<file path="src/dual_down_counter_timer_macros.svh">
// Assertion helpers for the dual down-counter timer.
`ifndef DUAL_DOWN_COUNTER_TIMER_MACROS_SVH
`define DUAL_DOWN_COUNTER_TIMER_MACROS_SVH

`ifndef SYNTHESIS

// Same-cycle implication.
`define DDCT_ASSERT_NOW(label, clk, rst_n, ante, cons) \
    label: assert property (@(posedge clk) disable iff (!rst_n) (ante) |-> (cons)) \
        else $error("assertion failed");

// Next-cycle implication.
`define DDCT_ASSERT_NEXT(label, clk, rst_n, ante, cons) \
    label: assert property (@(posedge clk) disable iff (!rst_n) (ante) |=> (cons)) \
        else $error("assertion failed");

`else

`define DDCT_ASSERT_NOW(label, clk, rst_n, ante, cons)
`define DDCT_ASSERT_NEXT(label, clk, rst_n, ante, cons)

`endif

`endif

</file>
<file path="src/ddct_pkg.sv">
`default_nettype none

package ddct_pkg;

    localparam int TIMER_COUNT = 2;
    localparam int IRQ_W       = 2;

    // control register bit positions
    localparam int CTL_ENABLE   = 7;
    localparam int CTL_PERIODIC = 6;
    localparam int CTL_IE       = 5;
    localparam int CTL_DIV256   = 3;
    localparam int CTL_DIV16    = 2;
    localparam int CTL_WIDE     = 1;
    localparam int CTL_ONESHOT  = 0;

    localparam logic [7:0]  CTL_WRITE_MASK = 8'hEF;  // bit 4 reserved
    localparam logic [7:0]  CTL_RESET      = 8'h20;
    localparam logic [31:0] MASK_16        = 32'h0000_FFFF;
    localparam logic [7:0]  PRE_LAST_16    = 8'd15;
    localparam logic [7:0]  PRE_LAST_256   = 8'd255;

    typedef enum logic [1:0] {
        OP_TICK  = 2'd0,
        OP_WRITE = 2'd1,
        OP_READ  = 2'd2,
        OP_NOP   = 2'd3
    } t_opcode;

    typedef enum logic [1:0] {
        REG_LOAD    = 2'd0,
        REG_VALUE   = 2'd1,
        REG_CONTROL = 2'd2,
        REG_INTCLR  = 2'd3
    } t_reg_sel;

    typedef struct packed {
        t_opcode     opcode;
        logic        timer_select;
        t_reg_sel    register_select;
        logic [31:0] write_data;
    } t_req;

    typedef struct packed {
        logic [31:0]      read_data;
        logic [IRQ_W-1:0] irq_lines;
    } t_rsp;

    typedef struct packed {
        logic [31:0] rd_data;
        logic        irq;
    } t_tmr_status;

endpackage

`default_nettype wire

</file>
<file path="src/dual_down_counter_timer.sv">
// Dual down-counting timer with bus-style register access.
// Input channel: i_valid / o_stall carry one request (i_req) per cycle:
// a clock tick to all timers, a register write or a register read.
// Output channel: o_valid / i_stall carry one response (o_rsp) per request:
// read data (zero unless a read) and the per-timer interrupt lines as they
// stand after the request has taken effect.
// Pipeline: input register, then response register. Throughput is one
// request per clock while the receiver does not stall, set by the timer
// update that sits between the input register and the response register.
// Timer state advances only when a request moves into the response
// register, so ticks are counted exactly once whatever the stall pattern.
// When the receiver stalls, the held response stays put; the pending
// request waits in the input register and o_stall rises until the
// response is taken.
// Reset (synchronous, active low): both pipeline stages empty, each timer
// has load 0, value all ones, control 0x20 (interrupt enabled, stopped),
// prescaler 0 and no pending interrupt.

`default_nettype none

`include "dual_down_counter_timer_macros.svh"

module dual_down_counter_timer (
    input  wire            i_clk,
    input  wire            i_rst_n,
    input  wire            i_valid,
    output logic           o_stall,
    input  ddct_pkg::t_req i_req,
    output logic           o_valid,
    input  wire            i_stall,
    output ddct_pkg::t_rsp o_rsp
);

    // input register
    logic           r_in_valid;
    ddct_pkg::t_req r_in;

    // response register
    logic           r_out_valid, n_out_valid;
    ddct_pkg::t_rsp r_out, n_out;

    logic advance;  // request in stage one commits this cycle

    ddct_pkg::t_tmr_status status [ddct_pkg::TIMER_COUNT];

    assign advance = r_in_valid && !(r_out_valid && i_stall);
    assign o_stall = r_in_valid && r_out_valid && i_stall;
    assign o_valid = r_out_valid;
    assign o_rsp   = r_out;

    for (genvar t = 0; t < ddct_pkg::TIMER_COUNT; t++) begin : g_tmr
        ddct_timer u_timer (
            .i_clk    (i_clk),
            .i_rst_n  (i_rst_n),
            .i_commit (advance),
            .i_hit    (int'(r_in.timer_select) == t),
            .i_req    (r_in),
            .o_status (status[t])
        );
    end

    // merge timer outputs; only the selected timer drives read data
    always_comb begin
        n_out.read_data = '0;
        n_out.irq_lines = '0;
        for (int t = 0; t < ddct_pkg::TIMER_COUNT; t++) begin
            n_out.read_data = n_out.read_data | status[t].rd_data;
            if (t < ddct_pkg::IRQ_W) begin
                n_out.irq_lines[t] = status[t].irq;
            end
        end
        if (advance) begin
            n_out_valid = 1'b1;
        end else if (!i_stall) begin
            n_out_valid = 1'b0;
        end else begin
            n_out_valid = r_out_valid;
        end
    end

    always_ff @(posedge i_clk) begin
        if (!i_rst_n) begin
            r_in_valid  <= 1'b0;
            r_out_valid <= 1'b0;
        end else begin
            if (!o_stall) begin
                r_in_valid <= i_valid;
            end
            r_out_valid <= n_out_valid;
        end
    end

    always_ff @(posedge i_clk) begin
        if (!o_stall && i_valid) begin
            r_in <= i_req;
        end
        if (advance) begin
            r_out <= n_out;
        end
    end

    // non-read requests return zero data
    `DDCT_ASSERT_NEXT(a_rd_zero, i_clk, i_rst_n, advance && r_in.opcode != ddct_pkg::OP_READ, o_rsp.read_data == '0)

    // an interrupt clear on timer zero drops its line in the same response
    `DDCT_ASSERT_NEXT(a_intclr0, i_clk, i_rst_n, advance && r_in.opcode == ddct_pkg::OP_WRITE && r_in.timer_select == 1'b0 && r_in.register_select == ddct_pkg::REG_INTCLR, !o_rsp.irq_lines[0])

    // a full stage one with a blocked response must hold off the sender
    `DDCT_ASSERT_NOW(a_no_overrun, i_clk, i_rst_n, r_in_valid && !advance, o_stall)

endmodule

`default_nettype wire

</file>
<file path="src/ddct_timer.sv">
`default_nettype none

`include "dual_down_counter_timer_macros.svh"

module ddct_timer (
    input  wire                   i_clk,
    input  wire                   i_rst_n,
    input  wire                   i_commit,
    input  wire                   i_hit,
    input  ddct_pkg::t_req        i_req,
    output ddct_pkg::t_tmr_status o_status
);

    logic [31:0] r_load,  n_load;
    logic [31:0] r_count, n_count;
    logic [7:0]  r_ctl,   n_ctl;
    logic [7:0]  r_pre,   n_pre;
    logic        r_raw,   n_raw;

    logic [31:0] mask;
    logic [31:0] cur;
    logic [31:0] dec;
    logic        pre_done;

    always_comb begin
        mask = r_ctl[ddct_pkg::CTL_WIDE] ? '1 : ddct_pkg::MASK_16;
        cur  = r_count & mask;
        dec  = cur - 32'd1;
        if (r_ctl[ddct_pkg::CTL_DIV256]) begin
            pre_done = (r_pre == ddct_pkg::PRE_LAST_256);
        end else if (r_ctl[ddct_pkg::CTL_DIV16]) begin
            pre_done = (r_pre >= ddct_pkg::PRE_LAST_16);
        end else begin
            pre_done = 1'b1;
        end
    end

    always_comb begin
        n_load  = r_load;
        n_count = r_count;
        n_ctl   = r_ctl;
        n_pre   = r_pre;
        n_raw   = r_raw;
        unique case (i_req.opcode)
            ddct_pkg::OP_TICK: begin
                if (r_ctl[ddct_pkg::CTL_ENABLE]) begin
                    if (pre_done) begin
                        n_pre = '0;
                        if (cur == '0) begin
                            if (r_ctl[ddct_pkg::CTL_ONESHOT]) begin
                                n_count = '0;
                            end else if (r_ctl[ddct_pkg::CTL_PERIODIC]) begin
                                n_count = r_load & mask;
                            end else begin
                                n_count = mask;
                            end
                        end else begin
                            n_count = dec;
                            if (dec == '0) begin
                                n_raw = 1'b1;
                            end
                        end
                    end else begin
                        n_pre = r_pre + 8'd1;
                    end
                end
            end
            ddct_pkg::OP_WRITE: begin
                if (i_hit) begin
                    unique case (i_req.register_select)
                        ddct_pkg::REG_LOAD: begin
                            n_load  = i_req.write_data;
                            n_count = i_req.write_data & mask;
                            n_pre   = '0;
                        end
                        ddct_pkg::REG_CONTROL: begin
                            n_ctl = i_req.write_data[7:0] & ddct_pkg::CTL_WRITE_MASK;
                            n_pre = '0;
                        end
                        ddct_pkg::REG_INTCLR: begin
                            n_raw = 1'b0;
                        end
                        ddct_pkg::REG_VALUE: begin
                            // read-only
                        end
                    endcase
                end
            end
            ddct_pkg::OP_READ, ddct_pkg::OP_NOP: begin
            end
        endcase
    end

    // read data from pre-step state; irq from post-step state
    always_comb begin
        o_status.rd_data = '0;
        if (i_hit && i_req.opcode == ddct_pkg::OP_READ) begin
            unique case (i_req.register_select)
                ddct_pkg::REG_LOAD:    o_status.rd_data = r_load;
                ddct_pkg::REG_VALUE:   o_status.rd_data = r_count;
                ddct_pkg::REG_CONTROL: o_status.rd_data = {24'd0, r_ctl};
                ddct_pkg::REG_INTCLR:  o_status.rd_data = '0;
            endcase
        end
        o_status.irq = n_raw & n_ctl[ddct_pkg::CTL_IE];
    end

    always_ff @(posedge i_clk) begin
        if (!i_rst_n) begin
            r_load  <= '0;
            r_count <= '1;
            r_ctl   <= ddct_pkg::CTL_RESET;
            r_pre   <= '0;
            r_raw   <= 1'b0;
        end else if (i_commit) begin
            r_load  <= n_load;
            r_count <= n_count;
            r_ctl   <= n_ctl;
            r_pre   <= n_pre;
            r_raw   <= n_raw;
        end
    end

    // state only moves when a request is committed
    `DDCT_ASSERT_NEXT(a_hold_count, i_clk, i_rst_n, !i_commit, $stable(r_count) && $stable(r_raw))

    // reserved control bit never sets
    `DDCT_ASSERT_NOW(a_ctl_reserved, i_clk, i_rst_n, 1'b1, (r_ctl & ~ddct_pkg::CTL_WRITE_MASK) == '0)

    // divide by one keeps the prescaler at zero
    `DDCT_ASSERT_NOW(a_pre_div1, i_clk, i_rst_n, !r_ctl[ddct_pkg::CTL_DIV256] && !r_ctl[ddct_pkg::CTL_DIV16], r_pre == '0)

endmodule

`default_nettype wire

</file>
<file path="config.mk">
export PLATFORM = sky130hd
export DESIGN_NAME = dual_down_counter_timer
export DESIGN_NICKNAME = d
export VERILOG_FILES = /design/src/ddct_pkg.sv /design/src/dual_down_counter_timer.sv /design/src/ddct_timer.sv
export VERILOG_INCLUDE_DIRS = /design/src /design/src/src
export SDC_FILE = /design/constraint.sdc
export NUM_CORES = 1
export LEC_CHECK = 0
export BUFFER_PORTS_ARGS = -buffer_cell sky130_fd_sc_hd__buf_4
export CAP_MARGIN = 20
export CORE_MARGIN = 2
export CORE_UTILIZATION = 65
export CTS_BUF_LIST = sky130_fd_sc_hd__clkbuf_4 sky130_fd_sc_hd__clkbuf_8
export CTS_CLUSTER_DIAMETER = 50
export CTS_CLUSTER_SIZE = 8
export DETAILED_ROUTE_END_ITERATION = 7
export PLACE_DENSITY = 0.84
export SETUP_SLACK_MARGIN = 0.2
export SLEW_MARGIN = 20
export SYNTH_ARGS = -nofsm -noshare
export SYNTH_HDL_FRONTEND = slang
export SYNTH_SLANG_ARGS = --single-unit
</file>
<file path="constraint.sdc">
create_clock -name i_clk -period 4.2 [get_ports i_clk]
set_input_delay 0.42 -clock i_clk [delete_from_list [all_inputs] [get_ports i_clk]]
set_output_delay 0.42 -clock i_clk [all_outputs]
set_load 0.01 [all_outputs]
</file>
Word level (Yosys, flattened, before mapping)
Cells that the tools add are included.
{"block": "word_totals", "register_bits": 233, "output_inout_bits": 36, "wordCells": 135}
{"block": "classes", "n_lt_le_gt_ge": 2, "reduce_logical": 25, "muxes": 57, "eq_ne": 16, "n_addsub": 4, "bitwise": 11}
{"operator": "$mux 32", "count": 18}
{"operator": "$pmux 32 s4", "count": 2}
{"operator": "$and 32x32->32", "count": 6}
{"operator": "$logic_not 32->1", "count": 4}
{"operator": "$pmux 32 s2", "count": 2}
{"operator": "$sub 32x1->32 const B", "count": 2}
{"operator": "$mux 8", "count": 7}
{"operator": "$mux 6", "count": 6}
{"operator": "$or 32x32->32", "count": 1}
{"operator": "$pmux 8 s2", "count": 2}
{"operator": "$mux 1", "count": 18}
{"operator": "$add 8x1->8 const B", "count": 2}
{"operator": "$eq 8x8->1 const B", "count": 2}
{"operator": "$ge 8x4->1 const B", "count": 2}
{"operator": "$reduce_and 4->1", "count": 4}
{"operator": "$ne 2x1->1 const B", "count": 6}
{"operator": "$reduce_and 6->1", "count": 2}
{"operator": "$reduce_and 5->1", "count": 2}
{"operator": "$logic_and 1x1->1", "count": 7}
{"operator": "$eq 2x2->1 const B", "count": 3}
{"operator": "$ne 2x2->1 const B", "count": 3}
{"operator": "$eq 2x1->1 const B", "count": 2}
{"operator": "$logic_not 2->1", "count": 2}
{"operator": "$pmux 1 s2", "count": 2}
{"operator": "5 further kinds", "count": 8}

Depth between registers and ports, before layout
{"block": "depth", "depth_word": 10, "mapped_depth": 13}

Modules after synthesis
Synthesis repeated with hierarchy kept, for this count alone.
{"block": "hier_totals", "cells_unflattened": 1616, "hier_area_um2": 13392.8}
{"module": "ddct_timer (g_tmr[0].u_timer)", "n_inst": 1, "area_per_inst_um2": 5601.6, "cells_per_inst": 756}
{"module": "ddct_timer (g_tmr[1].u_timer)", "n_inst": 1, "area_per_inst_um2": 5371.4, "cells_per_inst": 748}
{"module": "dual_down_counter_timer", "n_inst": 1, "area_per_inst_um2": 2419.8, "cells_per_inst": 112}

Least setup slack after synthesis
OpenSTA, ideal clock, no wires.
{"block": "synth_timing", "kind": "register -> register", "from": "register g_tmr[0].u_timer.r_count[0]", "to": "register r_out, in the netlist o_rsp[0] (data pin)", "path_buffers": 0, "required_time_ns": 4.050, "setup_time_ns": 0.150, "slack_ns": 1.428, "synth_period_minus_slack_ns": 2.772, "t_arrival_ns": 2.622, "stages_incl_launch_ff": 11, "path_cell_list": "dfxtp_1 inv_1 ha_1 nor3b_4 nand3_2 or4_1 a32o_1 nor4_1 nand3_1 o21a_1 nor3_2"}
{"item": "start: declaration", "line": "ddct_timer.sv:15", "source": "logic [31:0] r_count, n_count;"}
{"item": "start signal: assignment", "line": "ddct_timer.sv:117", "source": "r_count <= n_count;"}
{"item": "end signal: assignment", "line": "dual_down_counter_timer.sv:98", "source": "r_out <= n_out;"}
{"item": "end: declaration", "line": "dual_down_counter_timer.sv:40", "source": "ddct_pkg::t_rsp r_out, n_out;"}

==> results.yml <==
status:
  status: "complete, no violations"
worst_hold_path:
  min_path_type: "input pin to register"
  whs_path_depth: 1
placement:
  io_buffers: 76
  placedCellCount: 1751
  dp_hpwl_mm: 27.21
  place_area_um2: 13680
  place.gp.congestion: 0.9934
timing:
  min_period_ns: 3.170
  finalSetupViolations: 0
  fin_skew_ns: 0.02896
  slew_viol_final: 0
  finalHoldViolCount: 0
  fin_setup_tns_ns: 0
  rsz0062_at_grt: "no"
  slew_headroom_pct: 24.93
  fmax_mhz: 315.4
  fin_crit_sh_pct: 75.48
  worst_pin_slew_ns: 1.126
power_and_ir_drop:
  clock_power_share_pct: 43.3
  power.leakage_nw: 5.198
  power_frac_comb_pct: 6.1
  power.net_switching_mw: 1.154
  peakVddDrop_v: 0.0003398
  seqPwrFrac_pct: 50.6
  switching_share_pct: 23.95
  p_int_mw: 3.665
  pwr_density_cell_nw_per_um2: 332.8
floorplan:
  floorplan.initialDensity_pct: 66.57
  num_io_pins: 77
  fp.dieH_um: 145.6
  die-area_um2: 21210
  rows: 51
  core_area_um2: 19590
  die_w_um: 145.6
cells_and_area:
  regArea_um2: 5375
  fin_nets: 1575
  diodes: 0
  nFillCells: 1498
  layout_commonest_cell: "nand2_1"
  drive_gt1_share_pct: 13.67
  final_cell_mix: "nand2_1 (230), dfxtp_1 (162), o21ai_0 (116)"
  fin_area_um2: 14480
  area_delta_synth_final_pct: 11.01
  multiInputGateArea_um2: 7096
  fin_util_pct: 73.90
  fin_cells: 1816
setup_path:
  crit_path_end_kind: "register"
  cp-start-kind: "register"
  critPathRequiredTime_ns: 4.60
  cp_max_fo: 8
  reg2reg_depth: 10
  arrival_ns: 3.57
  criticalPathCategory: "register to register"
clocking:
  cts_buffer_depth: 3
  post_cts_buffers: 0
  root_buffer: "clkbuf_8"
  clk_pin_slew_worst_paths_ns: 0.06
  cts_max_level: 2
  clk_latency_ns: 0.55
  cts_tree: "built"
  cts_hold_buf: 0
  ctsResizeCount: 0
  clock_sinks: 233
  cts_buffers: 37
drt:
  first_iter_violations: 1671
  dr_total_vias: 12370
  routed_wl_mm: 40.15
  vias_per_cell: 6.813
  first_pass_iters: 6
  wl_per_cell_um: 22.11
  drc_errors: 0
  antenna_left: 0
run:
  max-cap-violations: 0
yosys:
  yosysTopAreaCell: "dfxtp_1"
  synth_fp_nets: 1554
  ys_seq_area_share_pct: 41.22
  synth_cell_types: 76
  ys_ff_latch: 233
  synthTopCellsByArea: "dfxtp_1 (25%), edfxtp_1 (16%), mux2i_1 (6.7%), nand2_1 (6.6%), o21ai_0 (4.5%)"
  synth_edf_count: 71
  synthCells: 1505
  synth_ff_type: "dfxtp_1"
  yosys_warnings: 0
  synth_area_um2: 13040
  synth_top_area_share_pct: 24.87
  synth-async-reset-ratio_pct: 0
  syn_avg_cell_area_um2: 8.665
grt:
  antenna_found_initial: 0
  grt_max_degree: 137
  grt_overflow_total: 0
  grt_pass1_wl_mm: 62.85
  grt_pass1_vias: 11270
  grt_usage_pct: 37.07
cells by family after synthesis:
group	share of synthesized area, %
AOI/OAI and AO/OA	24.45
xor gates and xnor gates	1.948
adders and majority gates	0.7676
buffers and inverters	4.567
DFF	41.22
muxes	6.850
and+or+nand+nor	20.21
sequential cells by signal (all words and copies together), names as in the netlist:
register / count
o_valid: 1
g_tmr.u_timer.r_pre: 16
r_in: 37
r_in_valid: 1
g_tmr.u_timer.r_count: 64
g_tmr.u_timer.r_raw: 2
g_tmr.u_timer.r_ctl: 14
g_tmr.u_timer.r_load: 64
o_rsp: 34
per-layer routing:
metal	GRT usage [%]	share of wire [%]	up-vias
li1	-	-	5607
met1	53.60	41	5808
met2	55.66	44	848
met3	7.712	13	109
met4	12.45	2.9	0
met5	0	0	-
power by group through the flow:
stage	Sequential, mW	Clock, mW	Combinational, mW
2_1_floorplan	2.46	0	0.164
3_3_place_gp	2.48	0	0.280
3_5_place_dp	2.48	0	0.285
4_1_cts	2.43	2.10	0.286
5_1_grt	2.44	2.20	0.311
6_report	2.44	2.08	0.296
Yosys cell counts (36+ instances only):
cell,n
a211oi_1,40
a21boi_0,77
a21oi_1,39
clkbuf_1,90
dfxtp_1,162
edfxtp_1,71
mux2i_1,87
nand2_1,230
nand3_1,36
nor2_1,114
o211ai_1,62
o21ai_0,116
worst max-delay path, cell delays in order, from the launching register on:
cell	delay [ns]
dfxtp_1	0.38
inv_1	0.14
ha_1	0.21
nor3b_4	0.41
nand3_2	0.24
or4_1	0.53
a32o_1	0.29
nor4_1	0.30
nand3_1	0.11
o21a_1	0.24
nor3_2	0.17
worst paths after layout:
kind	start	to	slack, ns
worst max-delay path	g_tmr[0].u_timer.r_count[0]	o_rsp[0]	1.03
worst min register to register	g_tmr[1].u_timer.r_load[23]	g_tmr[1].u_timer.r_load[23]	0.48
worst max register to register	g_tmr[0].u_timer.r_count[0]	o_rsp[0]	1.03
worst min-delay path	i_req[24]	r_in[24]	0.04
stage by stage:
stage               power (mW)  hold WS [ns]  worst slack, ns
finish                   4.818       0.04279            1.030
global route             4.946       0.03673           0.8317
CTS                      4.815       0.03174            1.044
detailed placement       2.766        0.4715            1.083
global placement         2.761        0.4614            1.197
floorplan                2.619        0.4523            1.428
final cells by class:
type / count / area share, %
well taps: 265 / 2.290
repair buffers: 107 / 5.808
clock inverters: 4 / 0.5099
flip-flops and latches: 233 / 37.13
inverters: 16 / 0.4148
clock buffers: 60 / 4.840
multi-input cells: 1131 / 49.01
Note: power is estimated with default switching activity, not from simulation.
